File: config.mk
export PLATFORM = sky130hd
export DESIGN_NAME = pump_safety_timer_controller_top
export DESIGN_NICKNAME = d
export VERILOG_FILES = /design/src/hw/rtl/psafe_pkg.sv /design/src/hw/rtl/pump_safety_timer_controller_top.sv /design/src/hw/rtl/psafe_cfg.sv /design/src/hw/rtl/psafe_core.sv
export SDC_FILE = /design/constraint.sdc
export NUM_CORES = 1
export LEC_CHECK = 0
export ABC_AREA = 0
export BUFFER_PORTS_ARGS = -buffer_cell sky130_fd_sc_hd__buf_2
export CAP_MARGIN = 20
export CORE_MARGIN = 2
export CORE_UTILIZATION = 45
export CTS_BUF_LIST = sky130_fd_sc_hd__clkbuf_16
export DETAILED_ROUTE_END_ITERATION = 6
export PLACE_DENSITY = 0.71
export SETUP_SLACK_MARGIN = 0.4
export SLEW_MARGIN = 20
export SYNTH_ARGS = -nofsm -noshare
export SYNTH_HDL_FRONTEND = slang
export SYNTH_SLANG_ARGS = --single-unit
File: constraint.sdc
create_clock -name clk -period 8.3 [get_ports clk]
set_input_delay 1.66 -clock clk [delete_from_list [all_inputs] [get_ports clk]]
set_output_delay 1.66 -clock clk [all_outputs]
set_load 0.02 [all_outputs]
File: src/hw/rtl/psafe_pkg.sv
package psafe_pkg;

  localparam int unsigned MsW    = 32;
  localparam int unsigned MvW    = 16;
  localparam int unsigned LevelW = 10;
  localparam int unsigned TempW  = 12;
  localparam int unsigned OpW    = 3;
  localparam int unsigned CfgAddrW = 3;

  // Lowest safe water level: 5.0 percent in tenths.
  localparam logic [LevelW-1:0] LEVEL_MIN_DPCT = LevelW'(50);

  localparam logic [MsW-1:0] MS_MAX = '1;

  localparam logic [OpW-1:0] OP_TICK  = 3'd0;
  localparam logic [OpW-1:0] OP_ON    = 3'd1;
  localparam logic [OpW-1:0] OP_OFF   = 3'd2;
  localparam logic [OpW-1:0] OP_ESTOP = 3'd3;
  localparam logic [OpW-1:0] OP_BEGIN = 3'd4;

  localparam logic [CfgAddrW-1:0] CFG_MIN_ON   = 3'd0;
  localparam logic [CfgAddrW-1:0] CFG_MAX_ON   = 3'd1;
  localparam logic [CfgAddrW-1:0] CFG_COOLDOWN = 3'd2;
  localparam logic [CfgAddrW-1:0] CFG_BATT_CRIT = 3'd3;
  localparam logic [CfgAddrW-1:0] CFG_SHUT_TEMP = 3'd4;

  typedef enum logic [1:0] {
    MODE_OFF  = 2'd0,
    MODE_ON   = 2'd1,
    MODE_COOL = 2'd2,
    MODE_ERR  = 2'd3
  } mode_t;

  typedef struct packed {
    logic [MsW-1:0]          min_on_ms;
    logic [MsW-1:0]          max_on_ms;
    logic [MsW-1:0]          cooldown_ms;
    logic [MvW-1:0]          battery_critical_mv;
    logic signed [TempW-1:0] shutdown_temp_dc;
  } cfg_t;

  typedef struct packed {
    logic [OpW-1:0]          op;
    logic [MsW-1:0]          duration_ms;
    logic                    woke_from_sleep;
    logic                    in_maintenance;
    logic [MvW-1:0]          battery_mv;
    logic [LevelW-1:0]       water_level_dpct;
    logic signed [TempW-1:0] water_temp_dc;
  } item_t;

  typedef struct packed {
    mode_t          pump_mode;
    logic           relay_on;
    logic           accepted;
    logic [MsW-1:0] time_remaining_ms;
    logic [MsW-1:0] total_runtime_ms;
    logic           can_run;
  } result_t;

endpackage

File: src/hw/rtl/pump_safety_timer_controller_top.sv
// Pump relay safety controller. Every input transaction (a 1 ms tick or a
// command, with the current sensor readings) yields exactly one result
// transaction with the mode, relay drive and status after it is applied.
// One transaction is taken per clock while in_stall is low. The input
// register captures a transaction when it is accepted, and the result
// register captures the combinational update of the mode and timers, which
// is presented as the result. A stalled result holds the input
// register, so the input stalls once both registers are full. The
// configuration registers are written through cfg_we/cfg_addr/cfg_wdata and
// should only be changed while no transaction is in flight.
module pump_safety_timer_controller_top (
  input  logic                                   clk,
  input  logic                                   rst_n,
  input  logic                                   in_valid,
  output logic                                   in_stall,
  input  logic [psafe_pkg::OpW-1:0]              in_op,
  input  logic [psafe_pkg::MsW-1:0]              in_duration_ms,
  input  logic                                   in_woke_from_sleep,
  input  logic                                   in_in_maintenance,
  input  logic [psafe_pkg::MvW-1:0]              in_battery_mv,
  input  logic [psafe_pkg::LevelW-1:0]           in_water_level_dpct,
  input  logic signed [psafe_pkg::TempW-1:0]     in_water_temp_dc,
  output logic                                   out_valid,
  input  logic                                   out_stall,
  output logic [1:0]                             out_pump_mode,
  output logic                                   out_relay_on,
  output logic                                   out_accepted,
  output logic [psafe_pkg::MsW-1:0]              out_time_remaining_ms,
  output logic [psafe_pkg::MsW-1:0]              out_total_runtime_ms,
  output logic                                   out_can_run,
  input  logic                                   cfg_we,
  input  logic [psafe_pkg::CfgAddrW-1:0]         cfg_addr,
  input  logic [psafe_pkg::MsW-1:0]              cfg_wdata
);

  psafe_pkg::cfg_t     cfg;
  psafe_pkg::item_t    item_r;
  psafe_pkg::result_t  res;
  psafe_pkg::result_t  res_r;
  logic                in_valid_r;
  logic                out_valid_r;
  logic                out_free;
  logic                fire;
  logic                in_take;

  assign out_free = !out_valid_r || !out_stall;
  assign fire     = in_valid_r && out_free;
  assign in_stall = in_valid_r && !out_free;
  assign in_take  = in_valid && !in_stall;

  psafe_cfg u_cfg (
    .clk       (clk),
    .rst_n     (rst_n),
    .cfg_we    (cfg_we),
    .cfg_addr  (cfg_addr),
    .cfg_wdata (cfg_wdata),
    .cfg       (cfg)
  );

  psafe_core u_core (
    .clk   (clk),
    .rst_n (rst_n),
    .fire  (fire),
    .item  (item_r),
    .cfg   (cfg),
    .res   (res)
  );

  always_ff @(posedge clk) begin
    if (!rst_n) begin
      in_valid_r <= 1'b0;
    end else if (in_take) begin
      in_valid_r <= 1'b1;
    end else if (fire) begin
      in_valid_r <= 1'b0;
    end
  end

  always_ff @(posedge clk) begin
    if (in_take) begin
      item_r.op               <= in_op;
      item_r.duration_ms      <= in_duration_ms;
      item_r.woke_from_sleep  <= in_woke_from_sleep;
      item_r.in_maintenance   <= in_in_maintenance;
      item_r.battery_mv       <= in_battery_mv;
      item_r.water_level_dpct <= in_water_level_dpct;
      item_r.water_temp_dc    <= in_water_temp_dc;
    end
  end

  always_ff @(posedge clk) begin
    if (!rst_n) begin
      out_valid_r <= 1'b0;
    end else if (out_free) begin
      out_valid_r <= fire;
    end
  end

  always_ff @(posedge clk) begin
    if (fire) begin
      res_r <= res;
    end
  end

  assign out_valid             = out_valid_r;
  assign out_pump_mode         = res_r.pump_mode;
  assign out_relay_on          = res_r.relay_on;
  assign out_accepted          = res_r.accepted;
  assign out_time_remaining_ms = res_r.time_remaining_ms;
  assign out_total_runtime_ms  = res_r.total_runtime_ms;
  assign out_can_run           = res_r.can_run;

endmodule

File: src/hw/rtl/psafe_cfg.sv
module psafe_cfg (
  input  logic                                clk,
  input  logic                                rst_n,
  input  logic                                cfg_we,
  input  logic [psafe_pkg::CfgAddrW-1:0]      cfg_addr,
  input  logic [psafe_pkg::MsW-1:0]           cfg_wdata,
  output psafe_pkg::cfg_t                     cfg
);

  psafe_pkg::cfg_t cfg_r;

  always_ff @(posedge clk) begin
    if (!rst_n) begin
      cfg_r.min_on_ms           <= psafe_pkg::MsW'(1000);
      cfg_r.max_on_ms           <= psafe_pkg::MsW'(60000);
      cfg_r.cooldown_ms         <= psafe_pkg::MsW'(300000);
      cfg_r.battery_critical_mv <= psafe_pkg::MvW'(11000);
      cfg_r.shutdown_temp_dc    <= psafe_pkg::TempW'(400);
    end else if (cfg_we) begin
      case (cfg_addr)
        psafe_pkg::CFG_MIN_ON:    cfg_r.min_on_ms   <= cfg_wdata;
        psafe_pkg::CFG_MAX_ON:    cfg_r.max_on_ms   <= cfg_wdata;
        psafe_pkg::CFG_COOLDOWN:  cfg_r.cooldown_ms <= cfg_wdata;
        psafe_pkg::CFG_BATT_CRIT:
          cfg_r.battery_critical_mv <= cfg_wdata[psafe_pkg::MvW-1:0];
        psafe_pkg::CFG_SHUT_TEMP:
          cfg_r.shutdown_temp_dc <= $signed(cfg_wdata[psafe_pkg::TempW-1:0]);
        default: ;
      endcase
    end
  end

  assign cfg = cfg_r;

endmodule

File: src/hw/rtl/psafe_core.sv
module psafe_core (
  input  logic                clk,
  input  logic                rst_n,
  input  logic                fire,
  input  psafe_pkg::item_t    item,
  input  psafe_pkg::cfg_t     cfg,
  output psafe_pkg::result_t  res
);

  psafe_pkg::mode_t           mode_r, mode_nxt;
  logic [psafe_pkg::MsW-1:0]  run_el_r, run_el_nxt;
  logic [psafe_pkg::MsW-1:0]  run_len_r, run_len_nxt;
  logic                       timed_r, timed_nxt;
  logic [psafe_pkg::MsW-1:0]  rest_el_r, rest_el_nxt;
  logic [psafe_pkg::MsW-1:0]  sum_r, sum_nxt;

  logic                       safe;
  logic [psafe_pkg::MsW-1:0]  run_inc, rest_inc;
  logic [psafe_pkg::MsW:0]    sum_wide;
  logic [psafe_pkg::MsW-1:0]  sum_sat;
  logic [psafe_pkg::MsW-1:0]  start_req, start_len;

  assign safe = !item.in_maintenance
             && (item.battery_mv >= cfg.battery_critical_mv)
             && (item.water_level_dpct >= psafe_pkg::LEVEL_MIN_DPCT)
             && (item.water_temp_dc <= cfg.shutdown_temp_dc);

  assign run_inc  = (run_el_r == psafe_pkg::MS_MAX) ? run_el_r : run_el_r + 1'b1;
  assign rest_inc = (rest_el_r == psafe_pkg::MS_MAX) ? rest_el_r : rest_el_r + 1'b1;

  // Only a tick ends a run with the incremented count; turn off uses the held one.
  always_comb begin
    sum_wide = {1'b0, sum_r}
             + {1'b0, ((item.op == psafe_pkg::OP_TICK) ? run_inc : run_el_r)};
    sum_sat  = sum_wide[psafe_pkg::MsW] ? psafe_pkg::MS_MAX
                                        : sum_wide[psafe_pkg::MsW-1:0];
  end

  // Clamp to min first, then max, so max wins when the limits cross.
  always_comb begin
    start_req = (item.op == psafe_pkg::OP_TICK) ? cfg.max_on_ms : item.duration_ms;
    start_len = start_req;
    if (start_len < cfg.min_on_ms) begin
      start_len = cfg.min_on_ms;
    end
    if (start_len > cfg.max_on_ms) begin
      start_len = cfg.max_on_ms;
    end
  end

  // Next state.
  always_comb begin
    mode_nxt    = mode_r;
    run_el_nxt  = run_el_r;
    run_len_nxt = run_len_r;
    timed_nxt   = timed_r;
    rest_el_nxt = rest_el_r;
    sum_nxt     = sum_r;
    if (fire) begin
      case (item.op)
        psafe_pkg::OP_TICK: begin
          run_el_nxt  = run_inc;
          rest_el_nxt = rest_inc;
          case (mode_r)
            psafe_pkg::MODE_ON: begin
              if (timed_r && (run_inc >= run_len_r)) begin
                sum_nxt     = sum_sat;
                rest_el_nxt = '0;
                mode_nxt    = psafe_pkg::MODE_COOL;
              end
              if (!safe) begin
                mode_nxt = psafe_pkg::MODE_ERR;
              end
            end
            psafe_pkg::MODE_COOL: begin
              if (rest_inc >= cfg.cooldown_ms) begin
                if (!safe) begin
                  mode_nxt = psafe_pkg::MODE_ERR;
                end else begin
                  timed_nxt   = (start_req != '0);
                  run_len_nxt = (start_req != '0) ? start_len : '0;
                  run_el_nxt  = '0;
                  mode_nxt    = psafe_pkg::MODE_ON;
                end
              end
            end
            psafe_pkg::MODE_ERR: begin
              if (safe) begin
                mode_nxt = psafe_pkg::MODE_COOL;
              end
            end
            default: ;
          endcase
        end
        psafe_pkg::OP_ON: begin
          if (!safe) begin
            mode_nxt = psafe_pkg::MODE_ERR;
          end else begin
            timed_nxt   = (start_req != '0);
            run_len_nxt = (start_req != '0) ? start_len : '0;
            run_el_nxt  = '0;
            mode_nxt    = psafe_pkg::MODE_ON;
          end
        end
        psafe_pkg::OP_OFF: begin
          if (mode_r == psafe_pkg::MODE_ON) begin
            sum_nxt     = sum_sat;
            rest_el_nxt = '0;
            mode_nxt    = psafe_pkg::MODE_COOL;
          end
        end
        psafe_pkg::OP_ESTOP: begin
          mode_nxt = psafe_pkg::MODE_ERR;
        end
        psafe_pkg::OP_BEGIN: begin
          rest_el_nxt = item.woke_from_sleep ? cfg.cooldown_ms : '0;
          mode_nxt    = psafe_pkg::MODE_COOL;
        end
        default: ;
      endcase
    end
  end

  // Status reported after the transaction is applied.
  always_comb begin
    res.pump_mode        = mode_nxt;
    res.relay_on         = (mode_nxt == psafe_pkg::MODE_ON);
    res.accepted         = (item.op == psafe_pkg::OP_ON) && safe;
    res.time_remaining_ms = '0;
    if ((mode_nxt == psafe_pkg::MODE_ON) && timed_nxt && (run_el_nxt < run_len_nxt)) begin
      res.time_remaining_ms = run_len_nxt - run_el_nxt;
    end
    res.total_runtime_ms = sum_nxt;
    res.can_run          = (mode_nxt == psafe_pkg::MODE_OFF) && safe;
  end

  always_ff @(posedge clk) begin
    if (!rst_n) begin
      mode_r    <= psafe_pkg::MODE_OFF;
      run_el_r  <= '0;
      run_len_r <= '0;
      timed_r   <= 1'b0;
      rest_el_r <= '0;
      sum_r     <= '0;
    end else begin
      mode_r    <= mode_nxt;
      run_el_r  <= run_el_nxt;
      run_len_r <= run_len_nxt;
      timed_r   <= timed_nxt;
      rest_el_r <= rest_el_nxt;
      sum_r     <= sum_nxt;
    end
  end

  a_sum_monotonic: assert property (@(posedge clk) disable iff (!rst_n)
    $past(rst_n) |-> (sum_r >= $past(sum_r)))
    else $error("runtime sum decreased");

  a_mode_holds_idle: assert property (@(posedge clk) disable iff (!rst_n)
    ($past(rst_n) && !$past(fire)) |-> $stable(mode_r))
    else $error("mode changed without a transaction");

  a_accept_runs: assert property (@(posedge clk) disable iff (!rst_n)
    (fire && res.accepted) |=> (mode_r == psafe_pkg::MODE_ON) && (run_el_r == '0))
    else $error("accepted turn on did not start a run");

  a_remaining_on: assert property (@(posedge clk) disable iff (!rst_n)
    (res.time_remaining_ms != '0) |-> (res.pump_mode == psafe_pkg::MODE_ON) && timed_nxt)
    else $error("time remaining outside a timed run");

endmodule
# Yosys cells after proc, flatten, opt, wreduce, memory -nomap -nowiden
# Cells that the tools add are included.
[word_totals]
elab_cells = 127
out_inout_bits = 71
ff_bits = 401
input_bits = 115
[op_classes]
addsub = 4
n_lt_le_gt_ge = 8
reduce_logical = 29
n_eq_ne = 15
mux = 45
[ops]
columns = ["op", "n"]
rows = [
  ["$mux 32", 25],
  ["$pmux 32 s2", 3],
  ["$pmux 32 s3", 1],
  ["$add 32x1->32 const B", 2],
  ["$eq 32x32->1 const B", 2],
  ["$ge 32x32->1", 2],
  ["$lt 32x32->1", 2],
  ["$add 32x32->33", 1],
  ["$gt 32x32->1", 1],
  ["$reduce_bool 32->1", 1],
  ["$sub 32x32->32", 1],
  ["$ge 16x16->1", 1],
  ["$mux 2", 7],
  ["$eq 3x2->1 const B", 4],
  ["$le 12x12->1", 1],
  ["$logic_and 1x1->1", 11],
  ["$ge 10x6->1 const B", 1],
  ["$pmux 2 s5", 1],
  ["$reduce_and 2->1", 5],
  ["$eq 3x1->1 const B", 2],
  ["$eq 3x3->1 const B", 2],
  ["$logic_not 3->1", 2],
  ["$mux 1", 6],
  ["$pmux 2 s3", 1],
  ["10 further kinds", 16],
]

# Depth between registers and ports, before layout
[depth]
depth_word = 14
depth_mapped = 43
ltp_nobuf = 35

# Hierarchy
# Synthesis repeated with hierarchy kept, for this count alone.
[hier_totals]
cells_unflattened = 2986
hier_area_um2 = 26447.9
[modules_own_cells]
columns = ["module", "area_each_um2", "seq_area_each_um2", "cells_each", "n_inst"]
rows = [
  ["psafe_core", 17276.6, 2622.5, 2377, 1],
  ["psafe_cfg", 4763.3, 2482.4, 457, 1],
  ["pump_safety_timer_controller_top", 4408.0, 4364.2, 152, 1],
]

# Worst setup path after synthesis
# OpenSTA, ideal clock, no wires.
[synth_path]
path_type = "register -> register"
from = "reg item_r[73] (netlist bit)"
to = "reg res_r (netlist bit out_time_remaining_ms[31]), data pin"
setup_slack_ps = -247
setup_ps = 259
t_arrival_ps = 8288
stages_incl_launch_ff = 39
t_required_ps = 8041
period_less_slack_ps = 8547
path_buffers = 8
path_cell_list = "edfxtp_1 buf_6 or3_4 buf_6 buf_6 clkbuf_1 clkbuf_1 nand2_1 o21ai_0 ha_1 a21o_1 a21o_1 a21oi_1 nor2_1 a2111oi_0 o21ai_0 o21ai_4 buf_12 (+3 left out) a21oi_1 nand2_1 a221oi_1 a21boi_0 o31ai_1 clkbuf_1 clkbuf_1 a31o_2 ha_1 nor2b_1 o31a_1 o41ai_4 a311oi_1 o31ai_2 o211ai_1 a2111oi_0 o21ai_0 nor3b_1"
[synth_between]
elab_chain_len = 14
elab_cells_between_ends = 31
cone_classes = "add/sub: 1; order compare: 3; eq/ne: 5; mux: 18; reduce/logical: 4"
[synth_rtl]
columns = ["item", "line_no", "rtl"]
rows = [
  ["from (decl)", "pump_safety_timer_controller_top.sv:37", "psafe_pkg::item_t item_r;"],
  ["$logic_not 3->1", "psafe_core.sv:41, psafe_core.sv:60", ""],
  ["$mux 32", "psafe_core.sv:41", "start_req = (item.op == psafe_pkg::OP_TICK) ? cfg.max_on_ms : item.duration_ms;"],
  ["$lt 32x32->1", "psafe_core.sv:43", "if (start_len < cfg.min_on_ms) begin"],
  ["$mux 32", "psafe_core.sv:43", ""],
  ["$gt 32x32->1", "psafe_core.sv:46", "if (start_len > cfg.max_on_ms) begin"],
  ["$mux 32", "psafe_core.sv:46", ""],
  ["$mux 32", "psafe_core.sv:81, psafe_core.sv:100", ""],
  ["$mux 32", "psafe_core.sv:77, psafe_core.sv:96", ""],
  ["$mux 32", "psafe_core.sv:76", "if (rest_inc >= cfg.cooldown_ms) begin"],
  ["$mux 32", "psafe_core.sv:64", "case (mode_r)"],
  ["$pmux 32 s2 *", "psafe_core.sv:60", "case (item.op)"],
  ["$mux 32 *", "psafe_core.sv:59", "if (fire) begin"],
  ["named net u_core.run_len_nxt (one bit)", "psafe_core.sv:12", "logic [psafe_pkg::MsW-1:0] run_len_r, run_len_nxt;"],
  ["$lt 32x32->1", "psafe_core.sv:130", "if ((mode_nxt == psafe_pkg::MODE_ON) && timed_nxt && (run_el_nxt < run_len_nxt)) begin"],
  ["$logic_and 1x1->1", "psafe_core.sv:130", ""],
  ["to (signal assigned)", "pump_safety_timer_controller_top.sv:101", "res_r <= res;"],
  ["to (decl)", "pump_safety_timer_controller_top.sv:39", "psafe_pkg::result_t res_r;"],
]
# Mark *: on every way through the listed nets, which the timed path passes. The rest lies on a longest branch.
# A chain may end at the register's enable or synchronous reset.

# Worst setup path in the final report
[layout_path]
from = "reg item_r[74] (netlist bit)"
to = "reg res_r (netlist bit out_time_remaining_ms[5]), data pin"
[layout_between]
elab_chain_len = 14
elab_cells_between_ends = 31
cone_classes = "add/sub: 1; order compare: 3; eq/ne: 5; mux: 18; reduce/logical: 4"
[layout_rtl]
columns = ["item", "line_no"]
rows = [
  ["$logic_not 3->1", "psafe_core.sv:41, psafe_core.sv:60"],
  ["$mux 32", "psafe_core.sv:41"],
  ["$lt 32x32->1", "psafe_core.sv:43"],
  ["$mux 32", "psafe_core.sv:43"],
  ["$gt 32x32->1", "psafe_core.sv:46"],
  ["$mux 32", "psafe_core.sv:46"],
  ["$mux 32", "psafe_core.sv:81, psafe_core.sv:100"],
  ["$mux 32", "psafe_core.sv:77, psafe_core.sv:96"],
  ["$mux 32", "psafe_core.sv:76"],
  ["$mux 32", "psafe_core.sv:64"],
  ["$pmux 32 s2 *", "psafe_core.sv:60"],
  ["$mux 32 *", "psafe_core.sv:59"],
  ["named net u_core.run_len_nxt (one bit)", "psafe_core.sv:12"],
  ["$lt 32x32->1 *", "psafe_core.sv:130"],
  ["$logic_and 1x1->1 *", "psafe_core.sv:130"],
]
# Marks and branches as above.

==> flow_summary.yaml <==
run_status:
  status: "completed"
sta:
  slew_viol_final: 0
  slew_headroom_pct: 16.9
  finalHoldViolCount: 0
  worst_pin_slew_ps: 1240
  period_needed_ps: 8040
  timing.final.crit_share_pct: 96.9
  max_freq_ghz: 0.124
  rsz0062_at_grt: "yes"
  setup-violations-final: 0
  fin_skew_ps: 26.4
clock_network:
  numCtsBuffers: 47
  cts_sinks: 400
  cts.path.max_buffers: 3
  cts.reportedPaths.clkPinSlew_ps: 60
  cts_tree: "done"
  cts_root_buf: "clkbuf_16"
  htree_num_levels: 2
  cts_hold_buf: 0
  clock_latency_ps: 620
flow_run:
  drv_cap: 0
power_and_ir_drop:
  powerDensity_mw_per_mm2: 167
  p_leak_nw: 12.5
  peakVddDrop_mv: 0.169
  internal_power_mw: 3.80
  pwr-share-clk_pct: 45.0
  power.switching_mw: 1.35
  power_switching_share_pct: 26.2
  p_comb_share_pct: 14.0
  pwr-share-seq_pct: 41.0
die:
  io_pins: 186
  initial_core_util_pct: 45.5
  core_mm2: 0.0550
  die_h_um: 240
  row_count: 86
  die_w_um: 240
  die-area_mm2: 0.0575
synth:
  synthSimpleGateAreaFrac_pct: 17.5
  syn_area_per_cell_um2: 8.69
  ys_ff_latch: 400
  ys_types: 89
  muxShareOfSynthArea_pct: 2.16
  synth_xor_area_share_pct: 4.87
  yosys_warnings: 0
  syn_inst: 2878
  synth_compound_area_share_pct: 20.8
  synthAdderAreaFrac_pct: 11.2
  synth_nets: 3216
  yosys_most_used_dff: "dfxtp_1"
  synth_top_family_by_area: "compound AO/OA/AOI/OAI gates"
  syn_area_mm2: 0.0250
  synth_edf_count: 143
  yosysSeqAreaShare_pct: 37.8
  async_flop_share_pct: 0
critical_path:
  crit_type: "reg -> reg"
  r2r_setup_slack_ps: 260
  crit_path_frequent_cell: "buf_12"
  max_stage_delay_ps: 500
  cp-start-kind: "register"
  required_ps: 8650
  critPathMaxFanout: 8
  regToRegEndpoint: "out_time_remaining_ms[5]"
  cp_num_buf_inv: 11
  cp-endpoint: "out_time_remaining_ms[5]"
  r2r_cells: 41
  r2r-start: "item_r[74]"
  cp-end-kind: "register"
  worstSetupStartpoint: "item_r[74]"
  worst_path_max_delay_cell: "or3_4"
  cp.arrival_ps: 8390
  path_delay_family: "compound AO/OA/AOI/OAI gates"
  crit_cells: 41
global_routing:
  overflow: 0
  track_usage_pct: 26.9
  grt_pass1_vias: 22198
  grt_start_max_net_pins: 72
  grt_pass1_wl_um: 122000
  antenna_found_initial: 5
routing:
  first_pass_iters: 5
  via_count: 22910
  wire_per_inst_um: 20.1
  drt_iter0_drc: 1749
  detail-route-antenna-nets: 0
  vias_per_cell: 5.80
  route.detailed.drc: 0
  drt_wl_total_um: 79400
cells_and_area:
  finalInstanceArea_mm2: 0.0309
  final_nets: 3498
  utilization_pct: 56.2
  drive_above_1_share_pct: 21.6
  area_delta_synth_final_pct: 23.6
placement:
  placed_area_mm2: 0.0275
  gp_congestion: 0.976
  hpwl_um: 56500
  io_buffers: 184
hold_path:
  hold_path_class: "reg -> reg"
[tightest hold or removal path, delay by kind of cell (launching register included)]
| family | cells | cell delay, ps |
|---|---|---|
| AND/OR/NAND/NOR | 1 | 50 |
| flip-flops | 1 | 310 |
| AO/OA/AOI/OAI | 1 | 50 |
[logic make-up (layout without fill, tap and decap cells)]
| group | after synthesis | in the layout |
|---|---|---|
| XOR/XNOR | 139 | 139 |
| AO/OA/AOI/OAI | 766 | 767 |
| flip-flops | 400 | 400 |
| adder cells (fa/ha/maj) | 223 | 223 |
| multiplexers | 38 | 38 |
| other | 0 | 3 |
| AND/OR/NAND/NOR | 958 | 958 |
| buffers and inverters | 354 | 674 |
[cells in the mapped netlist, types with 23 or more instances]
| library cell | instances | share of area [%] |
|---|---|---|
| a221oi_1 | 23 | 0.81 |
| edfxtp_1 | 143 | 17 |
| o21ai_0 | 145 | 2.9 |
| nand3_1 | 55 | 1.1 |
| inv_1 | 199 | 3.0 |
| xor2_1 | 47 | 1.6 |
| nor4_1 | 28 | 0.70 |
| clkbuf_1 | 127 | 1.9 |
| a21o_1 | 57 | 1.7 |
| a31o_1 | 29 | 1.0 |
| ha_1 | 221 | 11 |
| nor3_1 | 90 | 1.8 |
| xnor2_1 | 92 | 3.2 |
| a221o_1 | 34 | 1.4 |
| dfxtp_1 | 257 | 21 |
| and2_1 | 45 | 1.1 |
| a211oi_1 | 26 | 0.78 |
| o211ai_1 | 45 | 1.4 |
| nor2_1 | 171 | 2.6 |
| o22a_1 | 25 | 0.88 |
| nand2_1 | 427 | 6.4 |
| a21oi_1 | 210 | 4.2 |
| nand4_1 | 48 | 1.2 |
| o21a_1 | 33 | 0.99 |
| mux2_4 | 31 | 1.9 |
[routing by layer]
metal | vias to the layer above | global-route usage, % | part of all wire [%]
li1 | 10932 | - | -
met3 | 204 | 4.43 | 7.4
met4 | 4 | 12.4 | 5.1
met5 | - | 0 | 0.029
met2 | 983 | 44.2 | 46
met1 | 10787 | 34.5 | 41
[state kept, by name, indices dropped and copies added, names as in the netlist, 2 cells and up]
register	cells
u_core.rest_el_r	32
out_time_remaining_ms	32
out_pump_mode	2
u_core.mode_r	2
u_core.run_len_r	32
item_r	74
u_core.sum_r	32
u_cfg.cfg	124
u_core.run_el_r	32
out_total_runtime_ms	32
[power by group through the flow]
stage | Clock [mW] | Combinational (mW) | Sequential, mW
2_1_floorplan | 0 | 0.336 | 2.16
3_3_place_gp | 0 | 0.546 | 2.15
3_5_place_dp | 0 | 0.562 | 2.15
4_1_cts | 2.35 | 0.665 | 2.11
5_1_grt | 2.42 | 0.770 | 2.12
6_report | 2.32 | 0.720 | 2.11
[layout make-up]
cell class                      instances  area [um2]
Fill cell                            4814       24100
Tap cell                              748         936
Timing Repair Buffer                  386        2790
Multi-Input combinational cell       2125       15300
Sequential cell                       400        9440
Clock buffer                           48        1200
Antenna cell                            3        7.51
Clock inverter                         40         527
Inverter                              200         753
[placed cells by master (no fill, tap or decap), types with 14 or more instances in the layout]
cell,instances
nand3_1,53
o211ai_1,45
nor3_1,81
ha_4,33
o21ai_2,21
a21oi_2,18
nor2_1,160
o22a_1,25
clkbuf_16,49
buf_4,159
buf_2,184
mux2_4,33
nand4_1,48
nor4_1,25
a211oi_1,19
o21bai_1,15
a21o_1,56
ha_1,185
nand2_1,415
a22oi_1,20
inv_1,202
and3_1,18
buf_6,24
a221o_1,34
nor2b_1,14
a21oi_1,194
o21ai_1,32
o21ai_0,98
a31o_1,28
o21a_1,32
xnor2_1,92
edfxtp_1,143
dfxtp_1,257
xor2_1,47
a221oi_1,22
and2_1,43
[how the worst min path moves through the flow]
stage | from | cells past startpoint | to
after floorplan | u_cfg.cfg[10] | 2 | u_cfg.cfg[10]
after global placement | u_cfg.cfg[11] | 2 | u_cfg.cfg[11]
after detailed placement | u_cfg.cfg[27] | 2 | u_cfg.cfg[27]
after CTS | u_cfg.cfg[27] | 2 | u_cfg.cfg[27]
after global routing | u_cfg.cfg[14] | 2 | u_cfg.cfg[14]
final | u_cfg.cfg[6] | 2 | u_cfg.cfg[6]
[metrics by stage]
step	instances	power, mW	TNS, ps	setup WS (ps)	hold slack [ps]
floorplan	2878	2.50	0	301	436
global route	3947	5.31	-179	-44.6	481
finish	3950	5.15	0	261	462
global placement	3795	2.70	-499	-67.2	445
detailed placement	3796	2.72	-1340	-128	452
CTS	3923	5.13	0	383	460
[what timing repair did]
| item | in CTS | in global routing |
|---|---|---|
| buffers inserted | 33 | 22 |
| gates resized for setup | 133 | 110 |
| gates cloned | 6 | 2 |
| endpoints found under the setup margin | 32 | 32 |
| pin swaps | 78 | 67 |
(Power assumes the default switching activity.)
